File: src/sv/sac_pkg.sv
// Shared types and constants of the servo angle commander.
package sac_pkg;

    localparam int ANG_W = 14;
    localparam int VAL_W = 15;
    localparam int MP_W  = 15;
    localparam int MAC_W = 32;
    localparam int SRV_W = 8;
    localparam int ADDR_W = 5;
    localparam int DATA_W = 32;

    localparam logic [SRV_W-1:0] SERVO_MAX = 8'd180;

    localparam logic CMD_ABS = 1'b0;
    localparam logic CMD_REL = 1'b1;

    typedef enum logic [1:0] {
        ST_MOVED  = 2'd0,
        ST_RANGE  = 2'd1,
        ST_NOINIT = 2'd2,
        ST_DEGEN  = 2'd3
    } status_t;

    localparam logic [2:0] REG_MIN_ANGLE = 3'd0;
    localparam logic [2:0] REG_MAX_ANGLE = 3'd1;
    localparam logic [2:0] REG_CAL_ARM_A = 3'd2;
    localparam logic [2:0] REG_CAL_ARM_B = 3'd3;
    localparam logic [2:0] REG_CAL_SRV_A = 3'd4;
    localparam logic [2:0] REG_CAL_SRV_B = 3'd5;

    localparam logic signed [ANG_W-1:0] RST_MIN_ANGLE = 14'sd0;
    localparam logic signed [ANG_W-1:0] RST_MAX_ANGLE = 14'sd2880;
    localparam logic signed [ANG_W-1:0] RST_CAL_ARM_A = 14'sd0;
    localparam logic signed [ANG_W-1:0] RST_CAL_ARM_B = 14'sd2880;
    localparam logic signed [ANG_W-1:0] RST_CAL_SRV_A = 14'sd0;
    localparam logic signed [ANG_W-1:0] RST_CAL_SRV_B = 14'sd2880;

    typedef struct packed {
        logic             done;
        logic             clipped;
        logic [SRV_W-1:0] angle;
    } div_res_t;

endpackage

File: src/sv/sac_mac.sv
// Bit-serial dual multiply-accumulate: acc = mcand0*mplier0 + mcand1*mplier1.
module sac_mac (
    input  logic                               aclk,
    input  logic                               aresetn,
    input  logic                               start,
    input  logic signed [sac_pkg::ANG_W-1:0]   mcand0,
    input  logic signed [sac_pkg::MP_W-1:0]    mplier0,
    input  logic signed [sac_pkg::MP_W-1:0]    mcand1,
    input  logic signed [sac_pkg::MP_W-1:0]    mplier1,
    output logic signed [sac_pkg::MAC_W-1:0]   acc,
    output logic                               done
);

    localparam int CNT_W = $clog2(sac_pkg::MP_W);
    localparam logic [CNT_W-1:0] CNT_LAST = CNT_W'(sac_pkg::MP_W - 1);

    logic                              busy_reg, busy_next;
    logic                              done_reg, done_next;
    logic [CNT_W-1:0]                  cnt_reg, cnt_next;
    logic signed [sac_pkg::MAC_W-1:0]  mc0_reg, mc0_next;
    logic signed [sac_pkg::MAC_W-1:0]  mc1_reg, mc1_next;
    logic [sac_pkg::MP_W-1:0]          mp0_reg, mp0_next;
    logic [sac_pkg::MP_W-1:0]          mp1_reg, mp1_next;
    logic signed [sac_pkg::MAC_W-1:0]  acc_reg, acc_next;
    logic                              last;
    logic signed [sac_pkg::MAC_W-1:0]  term0, term1;

    assign last  = (cnt_reg == CNT_LAST);
    assign term0 = mp0_reg[0] ? (last ? -mc0_reg : mc0_reg) : '0;
    assign term1 = mp1_reg[0] ? (last ? -mc1_reg : mc1_reg) : '0;

    always_comb begin
        busy_next = busy_reg;
        done_next = 1'b0;
        cnt_next  = cnt_reg;
        mc0_next  = mc0_reg;
        mc1_next  = mc1_reg;
        mp0_next  = mp0_reg;
        mp1_next  = mp1_reg;
        acc_next  = acc_reg;
        if (start) begin
            busy_next = 1'b1;
            cnt_next  = '0;
            mc0_next  = sac_pkg::MAC_W'(mcand0);
            mc1_next  = sac_pkg::MAC_W'(mcand1);
            mp0_next  = mplier0;
            mp1_next  = mplier1;
            acc_next  = '0;
        end else if (busy_reg) begin
            acc_next = acc_reg + term0 + term1;
            mc0_next = mc0_reg <<< 1;
            mc1_next = mc1_reg <<< 1;
            mp0_next = mp0_reg >> 1;
            mp1_next = mp1_reg >> 1;
            cnt_next = cnt_reg + 1'b1;
            if (last) begin
                busy_next = 1'b0;
                done_next = 1'b1;
            end
        end
    end

    always_ff @(posedge aclk) begin
        if (!aresetn) begin
            busy_reg <= 1'b0;
            done_reg <= 1'b0;
            cnt_reg  <= '0;
        end else begin
            busy_reg <= busy_next;
            done_reg <= done_next;
            cnt_reg  <= cnt_next;
        end
    end

    always_ff @(posedge aclk) begin
        mc0_reg <= mc0_next;
        mc1_reg <= mc1_next;
        mp0_reg <= mp0_next;
        mp1_reg <= mp1_next;
        acc_reg <= acc_next;
    end

    assign acc  = acc_reg;
    assign done = done_reg;

    a_done_ends_busy: assert property (@(posedge aclk) disable iff (!aresetn)
        done_reg |-> !busy_reg)
        else $error("mac done while still busy");

    a_busy_after_start: assert property (@(posedge aclk) disable iff (!aresetn)
        start |=> busy_reg && cnt_reg == '0)
        else $error("mac did not start");

    a_last_gives_done: assert property (@(posedge aclk) disable iff (!aresetn)
        (busy_reg && last && !start) |=> done_reg)
        else $error("mac missed done");

endmodule

File: src/sv/sac_div.sv
// Restoring divider, one quotient bit per cycle, with round-half-up and saturation.
module sac_div #(
    parameter int FRAC_BITS = 4
) (
    input  logic                              aclk,
    input  logic                              aresetn,
    input  logic                              start,
    input  logic signed [sac_pkg::MAC_W-1:0]  num,
    input  logic signed [sac_pkg::MP_W-1:0]   dif,
    output sac_pkg::div_res_t                 res
);

    localparam int LW_A = sac_pkg::MAC_W + 2;
    localparam int LW_B = sac_pkg::MP_W + FRAC_BITS + sac_pkg::SRV_W + 2;
    localparam int LW = (LW_A > LW_B) ? LW_A : LW_B;
    localparam int STEPS = sac_pkg::SRV_W + 1;
    localparam int CNT_W = $clog2(STEPS);
    localparam logic [CNT_W-1:0] CNT_LAST = CNT_W'(STEPS - 1);

    logic                             busy_reg, busy_next;
    logic                             done_reg, done_next;
    logic [CNT_W-1:0]                 cnt_reg, cnt_next;
    logic [LW-1:0]                    rem_reg, rem_next;
    logic [LW-1:0]                    dsh_reg, dsh_next;
    logic [sac_pkg::SRV_W:0]          quo_reg, quo_next;
    logic                             neg_reg, neg_next;

    logic signed [sac_pkg::MAC_W-1:0] num_adj;
    logic [sac_pkg::MP_W-1:0]         dif_abs;
    logic [LW-1:0]                    den_ext;
    logic signed [LW-1:0]             n_val;
    logic                             ge;
    logic                             over;

    assign num_adj = dif[sac_pkg::MP_W-1] ? -num : num;
    assign dif_abs = dif[sac_pkg::MP_W-1] ? sac_pkg::MP_W'(-dif) : sac_pkg::MP_W'(dif);
    assign den_ext = LW'(dif_abs) << FRAC_BITS;
    assign n_val   = (LW'(num_adj) <<< 1) + $signed(den_ext);
    assign ge      = (rem_reg >= dsh_reg);

    always_comb begin
        busy_next = busy_reg;
        done_next = 1'b0;
        cnt_next  = cnt_reg;
        rem_next  = rem_reg;
        dsh_next  = dsh_reg;
        quo_next  = quo_reg;
        neg_next  = neg_reg;
        if (start) begin
            busy_next = 1'b1;
            cnt_next  = '0;
            rem_next  = n_val;
            dsh_next  = den_ext << (sac_pkg::SRV_W + 1);
            quo_next  = '0;
            neg_next  = n_val[LW-1];
        end else if (busy_reg) begin
            if (ge) begin
                rem_next = rem_reg - dsh_reg;
            end
            quo_next = {quo_reg[sac_pkg::SRV_W-1:0], ge};
            dsh_next = dsh_reg >> 1;
            cnt_next = cnt_reg + 1'b1;
            if (cnt_reg == CNT_LAST) begin
                busy_next = 1'b0;
                done_next = 1'b1;
            end
        end
    end

    always_ff @(posedge aclk) begin
        if (!aresetn) begin
            busy_reg <= 1'b0;
            done_reg <= 1'b0;
            cnt_reg  <= '0;
        end else begin
            busy_reg <= busy_next;
            done_reg <= done_next;
            cnt_reg  <= cnt_next;
        end
    end

    always_ff @(posedge aclk) begin
        rem_reg <= rem_next;
        dsh_reg <= dsh_next;
        quo_reg <= quo_next;
        neg_reg <= neg_next;
    end

    assign over = quo_reg[sac_pkg::SRV_W] ||
                  (quo_reg[sac_pkg::SRV_W-1:0] > sac_pkg::SERVO_MAX);

    always_comb begin
        res.done = done_reg;
        if (neg_reg) begin
            res.clipped = 1'b1;
            res.angle   = '0;
        end else if (over) begin
            res.clipped = 1'b1;
            res.angle   = sac_pkg::SERVO_MAX;
        end else begin
            res.clipped = 1'b0;
            res.angle   = quo_reg[sac_pkg::SRV_W-1:0];
        end
    end

    a_done_ends_busy: assert property (@(posedge aclk) disable iff (!aresetn)
        done_reg |-> !busy_reg)
        else $error("divider done while still busy");

    a_angle_in_range: assert property (@(posedge aclk) disable iff (!aresetn)
        done_reg |-> res.angle <= sac_pkg::SERVO_MAX)
        else $error("servo angle above limit");

    a_busy_after_start: assert property (@(posedge aclk) disable iff (!aresetn)
        start |=> busy_reg && cnt_reg == '0)
        else $error("divider did not start");

endmodule

File: src/sv/servo_angle_commander.sv
// Servo angle commander: move checks, arm angle state and serial calibration mapping.
//
// One command is handled at a time. A refused command (no initial angle, out of
// window, degenerate calibration) goes from idle straight to the output state.
// A successful move runs through the bit-serial multiply-accumulate (one multiplier
// bit per cycle over the 15-bit calibration differences), then the restoring
// divider (load plus nine quotient bits), and then the result is captured,
// registered and handed over.
// The output register lets the next command be taken while a result still waits.
// Configuration registers sit at byte addresses 0x00..0x14, decoded on paddr[4:2]; writes to 0x18..0x1F are dropped.
module servo_angle_commander #(
    parameter int FRAC_BITS = 4
) (
    input  logic                                aclk,
    input  logic                                aresetn,
    input  logic                                s_valid,
    output logic                                s_ready,
    input  logic                                s_cmd,
    input  logic signed [sac_pkg::VAL_W-1:0]    s_angle_value,
    output logic                                m_valid,
    input  logic                                m_ready,
    output logic [1:0]                          m_status,
    output logic                                m_servo_write,
    output logic [sac_pkg::SRV_W-1:0]           m_servo_angle,
    output logic                                m_servo_clipped,
    output logic signed [sac_pkg::ANG_W-1:0]    m_present_angle,
    output logic                                m_angle_known,
    input  logic                                psel,
    input  logic                                penable,
    input  logic                                pwrite,
    input  logic [sac_pkg::ADDR_W-1:0]          paddr,
    input  logic [sac_pkg::DATA_W-1:0]          pwdata,
    output logic [sac_pkg::DATA_W-1:0]          prdata,
    output logic                                pready
);

    localparam int TW = sac_pkg::ANG_W + 2;

    typedef enum logic [3:0] {
        S_IDLE = 4'b0001,
        S_MUL  = 4'b0010,
        S_DIV  = 4'b0100,
        S_OUT  = 4'b1000
    } state_t;

    state_t state_reg, state_next;

    logic signed [sac_pkg::ANG_W-1:0] min_angle_reg, max_angle_reg;
    logic signed [sac_pkg::ANG_W-1:0] cal_arm_a_reg, cal_arm_b_reg;
    logic signed [sac_pkg::ANG_W-1:0] cal_srv_a_reg, cal_srv_b_reg;

    logic signed [sac_pkg::ANG_W-1:0] arm_angle_reg, arm_angle_next;
    logic                             angle_valid_reg, angle_valid_next;

    sac_pkg::status_t                 hold_status_reg, hold_status_next;
    logic                             hold_write_reg, hold_write_next;
    logic [sac_pkg::SRV_W-1:0]        hold_angle_reg, hold_angle_next;
    logic                             hold_clip_reg, hold_clip_next;

    logic                             m_valid_reg, m_valid_next;
    sac_pkg::status_t                 m_status_reg;
    logic                             m_write_reg;
    logic [sac_pkg::SRV_W-1:0]        m_angle_reg;
    logic                             m_clip_reg;
    logic signed [sac_pkg::ANG_W-1:0] m_present_reg;
    logic                             m_known_reg;

    logic                             in_acc;
    logic                             cfg_wr;
    logic                             out_load;
    logic signed [TW-1:0]             target;
    logic                             in_window;
    sac_pkg::status_t                 chk_status;
    logic                             mac_start;
    logic                             div_start;
    logic signed [sac_pkg::MP_W-1:0]  dif_ba;
    logic signed [sac_pkg::MP_W-1:0]  dif_bx;
    logic signed [sac_pkg::MP_W-1:0]  dif_s;
    logic signed [sac_pkg::MAC_W-1:0] mac_acc;
    logic                             mac_done;
    sac_pkg::div_res_t                div_res;

    assign pready   = 1'b1;
    assign cfg_wr   = psel && penable && pwrite && pready;
    assign s_ready  = (state_reg == S_IDLE);
    assign in_acc   = s_valid && s_ready;
    assign out_load = (state_reg == S_OUT) && (!m_valid_reg || m_ready);

    assign target = (s_cmd == sac_pkg::CMD_REL) ?
                    (TW'(arm_angle_reg) + TW'(s_angle_value)) : TW'(s_angle_value);
    assign in_window = (target >= TW'(min_angle_reg)) && (target <= TW'(max_angle_reg));

    always_comb begin
        if (s_cmd == sac_pkg::CMD_REL && !angle_valid_reg) begin
            chk_status = sac_pkg::ST_NOINIT;
        end else if (!in_window) begin
            chk_status = sac_pkg::ST_RANGE;
        end else if (cal_arm_a_reg == cal_arm_b_reg) begin
            chk_status = sac_pkg::ST_DEGEN;
        end else begin
            chk_status = sac_pkg::ST_MOVED;
        end
    end

    assign dif_ba = sac_pkg::MP_W'(cal_arm_b_reg) - sac_pkg::MP_W'(cal_arm_a_reg);
    assign dif_bx = sac_pkg::MP_W'(cal_arm_b_reg) - sac_pkg::MP_W'(target);
    assign dif_s  = sac_pkg::MP_W'(cal_srv_a_reg) - sac_pkg::MP_W'(cal_srv_b_reg);

    sac_mac u_mac (
        .aclk    (aclk),
        .aresetn (aresetn),
        .start   (mac_start),
        .mcand0  (cal_srv_b_reg),
        .mplier0 (dif_ba),
        .mcand1  (dif_bx),
        .mplier1 (dif_s),
        .acc     (mac_acc),
        .done    (mac_done)
    );

    sac_div #(
        .FRAC_BITS (FRAC_BITS)
    ) u_div (
        .aclk    (aclk),
        .aresetn (aresetn),
        .start   (div_start),
        .num     (mac_acc),
        .dif     (dif_ba),
        .res     (div_res)
    );

    always_comb begin
        state_next       = state_reg;
        arm_angle_next   = arm_angle_reg;
        angle_valid_next = angle_valid_reg;
        hold_status_next = hold_status_reg;
        hold_write_next  = hold_write_reg;
        hold_angle_next  = hold_angle_reg;
        hold_clip_next   = hold_clip_reg;
        mac_start        = 1'b0;
        div_start        = 1'b0;
        case (state_reg)
            S_IDLE: begin
                if (in_acc) begin
                    hold_status_next = chk_status;
                    hold_write_next  = 1'b0;
                    hold_angle_next  = '0;
                    hold_clip_next   = 1'b0;
                    if (chk_status == sac_pkg::ST_MOVED) begin
                        arm_angle_next   = target[sac_pkg::ANG_W-1:0];
                        angle_valid_next = 1'b1;
                        mac_start        = 1'b1;
                        state_next       = S_MUL;
                    end else begin
                        state_next = S_OUT;
                    end
                end
            end
            S_MUL: begin
                if (mac_done) begin
                    div_start  = 1'b1;
                    state_next = S_DIV;
                end
            end
            S_DIV: begin
                if (div_res.done) begin
                    hold_write_next = 1'b1;
                    hold_angle_next = div_res.angle;
                    hold_clip_next  = div_res.clipped;
                    state_next      = S_OUT;
                end
            end
            S_OUT: begin
                if (out_load) begin
                    state_next = S_IDLE;
                end
            end
            default: begin
                state_next = S_IDLE;
            end
        endcase
    end

    always_comb begin
        m_valid_next = m_valid_reg;
        if (out_load) begin
            m_valid_next = 1'b1;
        end else if (m_ready) begin
            m_valid_next = 1'b0;
        end
    end

    always_ff @(posedge aclk) begin
        if (!aresetn) begin
            state_reg       <= S_IDLE;
            arm_angle_reg   <= '0;
            angle_valid_reg <= 1'b0;
            m_valid_reg     <= 1'b0;
            min_angle_reg   <= sac_pkg::RST_MIN_ANGLE;
            max_angle_reg   <= sac_pkg::RST_MAX_ANGLE;
            cal_arm_a_reg   <= sac_pkg::RST_CAL_ARM_A;
            cal_arm_b_reg   <= sac_pkg::RST_CAL_ARM_B;
            cal_srv_a_reg   <= sac_pkg::RST_CAL_SRV_A;
            cal_srv_b_reg   <= sac_pkg::RST_CAL_SRV_B;
        end else begin
            state_reg       <= state_next;
            arm_angle_reg   <= arm_angle_next;
            angle_valid_reg <= angle_valid_next;
            m_valid_reg     <= m_valid_next;
            if (cfg_wr) begin
                case (paddr[4:2])
                    sac_pkg::REG_MIN_ANGLE: min_angle_reg <= pwdata[sac_pkg::ANG_W-1:0];
                    sac_pkg::REG_MAX_ANGLE: max_angle_reg <= pwdata[sac_pkg::ANG_W-1:0];
                    sac_pkg::REG_CAL_ARM_A: cal_arm_a_reg <= pwdata[sac_pkg::ANG_W-1:0];
                    sac_pkg::REG_CAL_ARM_B: cal_arm_b_reg <= pwdata[sac_pkg::ANG_W-1:0];
                    sac_pkg::REG_CAL_SRV_A: cal_srv_a_reg <= pwdata[sac_pkg::ANG_W-1:0];
                    sac_pkg::REG_CAL_SRV_B: cal_srv_b_reg <= pwdata[sac_pkg::ANG_W-1:0];
                    default: begin
                    end
                endcase
            end
        end
    end

    always_ff @(posedge aclk) begin
        hold_status_reg <= hold_status_next;
        hold_write_reg  <= hold_write_next;
        hold_angle_reg  <= hold_angle_next;
        hold_clip_reg   <= hold_clip_next;
        if (out_load) begin
            m_status_reg  <= hold_status_reg;
            m_write_reg   <= hold_write_reg;
            m_angle_reg   <= hold_angle_reg;
            m_clip_reg    <= hold_clip_reg;
            m_present_reg <= arm_angle_reg;
            m_known_reg   <= angle_valid_reg;
        end
    end

    always_comb begin
        case (paddr[4:2])
            sac_pkg::REG_MIN_ANGLE: prdata = sac_pkg::DATA_W'(min_angle_reg);
            sac_pkg::REG_MAX_ANGLE: prdata = sac_pkg::DATA_W'(max_angle_reg);
            sac_pkg::REG_CAL_ARM_A: prdata = sac_pkg::DATA_W'(cal_arm_a_reg);
            sac_pkg::REG_CAL_ARM_B: prdata = sac_pkg::DATA_W'(cal_arm_b_reg);
            sac_pkg::REG_CAL_SRV_A: prdata = sac_pkg::DATA_W'(cal_srv_a_reg);
            sac_pkg::REG_CAL_SRV_B: prdata = sac_pkg::DATA_W'(cal_srv_b_reg);
            default:                prdata = '0;
        endcase
    end

    assign m_valid         = m_valid_reg;
    assign m_status        = m_status_reg;
    assign m_servo_write   = m_write_reg;
    assign m_servo_angle   = m_angle_reg;
    assign m_servo_clipped = m_clip_reg;
    assign m_present_angle = m_present_reg;
    assign m_angle_known   = m_known_reg;

    a_accept_blocks: assert property (@(posedge aclk) disable iff (!aresetn)
        (s_valid && s_ready) |=> !s_ready)
        else $error("second request taken while busy");

    a_write_iff_moved: assert property (@(posedge aclk) disable iff (!aresetn)
        m_valid |-> (m_servo_write == (m_status == sac_pkg::ST_MOVED)))
        else $error("servo write does not match status");

    a_refused_is_quiet: assert property (@(posedge aclk) disable iff (!aresetn)
        (m_valid && !m_servo_write) |-> (m_servo_angle == '0 && !m_servo_clipped))
        else $error("refused request carries a servo angle");

    a_moved_sets_known: assert property (@(posedge aclk) disable iff (!aresetn)
        (m_valid && m_status == sac_pkg::ST_MOVED) |-> m_angle_known)
        else $error("move without angle known");

    a_div_in_div_state: assert property (@(posedge aclk) disable iff (!aresetn)
        div_res.done |-> state_reg == S_DIV)
        else $error("divider finished outside its phase");

endmodule

File: config.mk
export PLATFORM = sky130hd
export DESIGN_NAME = servo_angle_commander
export DESIGN_NICKNAME = d
export VERILOG_FILES = /design/src/sv/sac_pkg.sv /design/src/sv/sac_mac.sv /design/src/sv/sac_div.sv /design/src/sv/servo_angle_commander.sv
export SDC_FILE = /design/constraint.sdc
export NUM_CORES = 1
export LEC_CHECK = 0
export ABC_AREA = 1
export BUFFER_PORTS_ARGS = -buffer_cell sky130_fd_sc_hd__buf_2
export CAP_MARGIN = 40
export CORE_UTILIZATION = 55
export DETAILED_ROUTE_END_ITERATION = 8
export GPL_TIMING_DRIVEN = 0
export PLACE_DENSITY = 0.73
export SYNTH_ARGS = -nofsm -noshare
export SYNTH_HDL_FRONTEND = slang
export SYNTH_SLANG_ARGS = --single-unit
File: constraint.sdc
create_clock -name aclk -period 7.2 [get_ports aclk]
set_input_delay 0.36 -clock aclk [delete_from_list [all_inputs] [get_ports aclk]]
set_output_delay 0.36 -clock aclk [all_outputs]
set_load 0.02 [all_outputs]
==> flow_summary.html <==
<table>
<tr><th>Metric</th><th>Value</th></tr>
<tr><th colspan="2">Outcome</th></tr>
<tr><td>Result of the run</td><td>finished clean</td></tr>
<tr><th colspan="2">Timing</th></tr>
<tr><td>Period utilization</td><td>79.8%</td></tr>
<tr><td>Clock Skew</td><td>55.9 ps</td></tr>
<tr><td>Worst-margin pin slew</td><td>858 ps</td></tr>
<tr><td>WHS</td><td>77.5 ps</td></tr>
<tr><td>Accumulated negative setup slack</td><td>0 ps</td></tr>
<tr><td>Relative max-transition margin</td><td>42.7%</td></tr>
<tr><td>Post-route minimum period</td><td>5750 ps</td></tr>
<tr><td>Number of setup violations in the final report</td><td>0</td></tr>
<tr><td>Fmax</td><td>0.174 GHz</td></tr>
<tr><td>RSZ-0062 raised after global routing</td><td>false</td></tr>
<tr><td>Final Max Slew Viols</td><td>0</td></tr>
<tr><td>Final hold viol count</td><td>0</td></tr>
<tr><th colspan="2">Global route</th></tr>
<tr><td>Global routing met3 resource utilization</td><td>4.97%</td></tr>
<tr><td>Global-route track usage on met1</td><td>44.2%</td></tr>
<tr><td>Antenna violations before repair</td><td>0</td></tr>
<tr><td>GRT met2 Usage</td><td>53.4%</td></tr>
<tr><td>Via count of the first global-routing pass</td><td>23900</td></tr>
<tr><td>First-pass GRT wire length</td><td>128000 microns</td></tr>
<tr><td>Tot GR Track Use</td><td>32.9%</td></tr>
<tr><td>Pin count of the biggest net entering global routing</td><td>65</td></tr>
<tr><td>Overflow after GRT</td><td>0</td></tr>
<tr><td>Most Used Layer, Global Route</td><td>met2</td></tr>
<tr><th colspan="2">CTS</th></tr>
<tr><td>Clock-pin slew on the worst setup and hold paths</td><td>70 ps</td></tr>
<tr><td>Worst-Skew Late Latency</td><td>610 ps</td></tr>
<tr><td>Bufs on Longest Clock Path</td><td>3</td></tr>
<tr><td>CTS Buf Count</td><td>42</td></tr>
<tr><td>Post-CTS resize count</td><td>0</td></tr>
<tr><td>H-Tree Level Count</td><td>2</td></tr>
<tr><td>CTS tree</td><td>built</td></tr>
<tr><td>Cts-stage hold buffer count</td><td>0</td></tr>
<tr><td>Root buffer cell</td><td>clkbuf_16</td></tr>
<tr><td>Buffers inserted by post-CTS timing repair</td><td>0</td></tr>
<tr><td>Number of clock sinks seen by CTS</td><td>353</td></tr>
<tr><th colspan="2">Synth</th></tr>
<tr><td>Post-synthesis area per instance</td><td>7.17 sq um</td></tr>
<tr><td>Post-synthesis instance total</td><td>3684</td></tr>
<tr><td>Post-Syn Nets</td><td>3952</td></tr>
<tr><td>Top cell type's share of synthesized area</td><td>20.8%</td></tr>
<tr><td>Number of warnings reported in the yosys synthesis log</td><td>0</td></tr>
<tr><td>Cell types occupying the most area after synthesis</td><td>edfxtp_1 21%, dfxtp_1 13%, nand2_1 10%</td></tr>
<tr><td>Number of synthesized register bits</td><td>353</td></tr>
<tr><td>Dominant cell type by area after synthesis</td><td>edfxtp_1</td></tr>
<tr><td>Proportion of synthesized chip area in sequential cells</td><td>33.7%</td></tr>
<tr><td>Post-synth cell types</td><td>60</td></tr>
<tr><td>Syn Std Cell Area</td><td>26400 sq um</td></tr>
<tr><th colspan="2">Floorplanning</th></tr>
<tr><td>Floorplan die area</td><td>48900 sq um</td></tr>
<tr><td>Vertical die dimension</td><td>221 microns</td></tr>
<tr><td>Num ports</td><td>122</td></tr>
<tr><td>Starting Density</td><td>56.3%</td></tr>
<tr><td>Num rows</td><td>79</td></tr>
<tr><td>Placeable Area</td><td>47000 sq um</td></tr>
<tr><td>Die W</td><td>221 microns</td></tr>
<tr><th colspan="2">Flow run</th></tr>
<tr><td>Number of max-capacitance violations reported</td><td>0</td></tr>
<tr><th colspan="2">Drt</th></tr>
<tr><td>Detailed Route WL</td><td>80700 microns</td></tr>
<tr><td>Vias after detailed routing</td><td>25300</td></tr>
<tr><td>Remaining routing DRC violations</td><td>0</td></tr>
<tr><td>Count of antenna-violating nets left after detailed routing</td><td>0</td></tr>
<tr><td>Vias per Instance</td><td>5.65</td></tr>
<tr><td>First-pass DRT Iterations</td><td>8</td></tr>
<tr><td>Routed wire per std cell</td><td>18.0 microns</td></tr>
<tr><td>Number of design-rule violations left by the first detailed-router iteration</td><td>2485</td></tr>
<tr><th colspan="2">Finish</th></tr>
<tr><td>Leading cell types in the layout, fill and taps excluded</td><td>735 x nand2_1, 544 x inv_1, 393 x o21ai_0, 349 x nor2_1, 295 x a21oi_1</td></tr>
<tr><td>Number of antenna diodes</td><td>0</td></tr>
<tr><td>Max FFs per register</td><td>34</td></tr>
<tr><td>Number of nets at the end of the flow</td><td>4100</td></tr>
<tr><td>Fin cells</td><td>4473</td></tr>
<tr><td>Most common cell after layout, fill and taps aside</td><td>nand2_1</td></tr>
<tr><td>Number of fill cells in the layout</td><td>4358</td></tr>
<tr><td>Fraction of layout instances using a drive strength above 1</td><td>7.73%</td></tr>
<tr><td>Area growth from synthesis to layout</td><td>10.7%</td></tr>
<tr><th colspan="2">Power and ir drop</th></tr>
<tr><td>Power after layout</td><td>7.63 mW</td></tr>
<tr><td>Ratio of total power to cell area</td><td>261 nW/um^2</td></tr>
<tr><td>Static leakage</td><td>13.3 nW</td></tr>
<tr><td>Peak supply drop</td><td>0.182 mV</td></tr>
<tr><th colspan="2">Setup path</th></tr>
<tr><td>Delay-heaviest family, CP</td><td>buffers and inverters</td></tr>
<tr><td>CP max FO</td><td>10</td></tr>
<tr><td>Number of buffers and inverters on the critical path</td><td>6</td></tr>
<tr><td>Required time worst endpoint</td><td>7690 ps</td></tr>
<tr><td>Cell repeated most along the worst path</td><td>nand3_1</td></tr>
<tr><td>Arr. time, crit path</td><td>6230 ps</td></tr>
<tr><td>Setup crit start kind</td><td>register</td></tr>
<tr><td>CP endpoint kind</td><td>register</td></tr>
<tr><td>Cell with the biggest individual delay on the critical path</td><td>clkbuf_1</td></tr>
<tr><td>CP Class</td><td>register to register</td></tr>
<tr><td>Crit-path max cell delay</td><td>590 ps</td></tr>
<tr><td>Cell breakdown of the critical path</td><td>inv_1 &gt; ha_1 &gt; nand3_1 &gt; inv_1 &gt; clkbuf_1 &gt; clkbuf_1 &gt; clkbuf_1 &gt; nand3_1 &gt; nand3_1 &gt; fa_1 &gt; fa_1 &gt; o21ai_0 &gt; a21boi_0 &gt; inv_1 &gt; nand2_1 &gt; nand2_1 &gt; a21oi_1 &gt; or2_2 &gt; nand3_1 &gt; a21oi_1</td></tr>
<tr><th colspan="2">Place</th></tr>
<tr><td>Placed cell count</td><td>4395</td></tr>
<tr><td>RD Place Congestion</td><td>1.00</td></tr>
<tr><td>Detail Placement HPWL</td><td>63600 microns</td></tr>
<tr><td># port buffers</td><td>100</td></tr>
<tr><th colspan="2">Worst hold path</th></tr>
<tr><td>Worst min-delay path category</td><td>input port to register</td></tr>
</table>
Yosys cell counts (all sizes together):
| cell | n |
|---|---|
| nand4 | 43 |
| nor2 | 361 |
| o2111a | 1 |
| a31oi | 15 |
| clkinv | 2 |
| nand3b | 12 |
| a221oi | 10 |
| ha | 170 |
| a211oi | 3 |
| nor4 | 6 |
| a21o | 8 |
| a22oi | 14 |
| and3 | 1 |
| buf | 42 |
| o21bai | 9 |
| o2111ai | 4 |
| o31ai | 10 |
| or3 | 1 |
| o22ai | 4 |
| xor2 | 66 |
| conb | 1 |
| clkbuf | 80 |
| or4 | 1 |
| or2 | 26 |
| a21boi | 26 |
| nor3 | 46 |
| a21oi | 297 |
| nand3 | 234 |
| o211ai | 23 |
| nand2 | 756 |
| fa | 38 |
| xnor2 | 28 |
| o21a | 17 |
| o221ai | 3 |
| o21ai | 415 |
| o41ai | 1 |
| dfxtp | 170 |
| edfxtp | 183 |
| and2 | 2 |
| inv | 555 |
worst paths after layout:
kind / slack (ps) / cells after the start / endpoint / from
worst max-delay path: 1450 / 20 / u_mac.acc[19]$_SDFFE_PP0P_ / u_mac.cnt_reg[0]$_SDFFE_PP0P_
worst min register to register: 420 / 0 / m_servo_angle[0]$_DFFE_PP_ / hold_angle_reg[0]$_SDFFCE_PP0P_
worst min-delay path: 80 / 4 / m_valid$_SDFFE_PN0P_ / m_ready
worst max register to register: 1450 / 20 / u_mac.acc[19]$_SDFFE_PP0P_ / u_mac.cnt_reg[0]$_SDFFE_PP0P_
worst register-to-register path: stages (launching register included):
cell	delay [ps]
dfxtp_1	340
inv_1	80
ha_1	140
nand3_1	410
inv_1	260
clkbuf_1	390
clkbuf_1	520
clkbuf_1	590
nand3_1	150
nand3_1	190
fa_1	480
fa_1	480
o21ai_0	380
a21boi_0	300
inv_1	140
nand2_1	60
nand2_1	140
a21oi_1	120
or2_2	280
nand3_1	80
a21oi_1	80
stage by stage:
stage | worst slack (ps) | area (sq um) | util, %
CTS | 1600 | 29200 | 62.3
global placement | -849 | 27700 | 58.9
global route | 1130 | 29200 | 62.3
finish | 1450 | 29200 | 62.3
detailed placement | 1650 | 27800 | 59.2
floorplan | 1560 | 26400 | -
layout make-up:
class / count / area [sq um] / share of cell area (%)
plain buffers: 122 / 594 / 2.03
repair buffers: 104 / 591 / 2.02
multi-input cells: 2652 / 14800 / 50.8
inverters: 557 / 2090 / 7.15
well taps: 607 / 759 / 2.60
clock inverters: 23 / 269 / 0.920
flip-flops and latches: 353 / 8900 / 30.4
clock buffers: 55 / 1180 / 4.04
cells by family (layout without fill, tap and decap cells):
kind of cell,Yosys count,after routing,synth area share (%)
buf+inv,679,861,10.2
xor+xnor,94,94,3.14
fa+ha+maj,208,208,10.9
simple gates,1489,1489,24.3
flops,353,353,33.7
other cells,1,1,0.0142
compound gates,860,860,17.7
power by group:
group / switching, mW / internal (mW)
sequential: 0.169 / 2.36
combinational: 1.92 / 0.953
clock: 0.936 / 1.29
total: 3.03 / 4.60
layer usage:
layer	part of all wire [%]	vias to the layer above
met5	0	-
met4	4.1	0
met3	8.2	186
met2	45	1069
met1	43	11500
li1	-	12500
(Power assumes the default switching activity.)
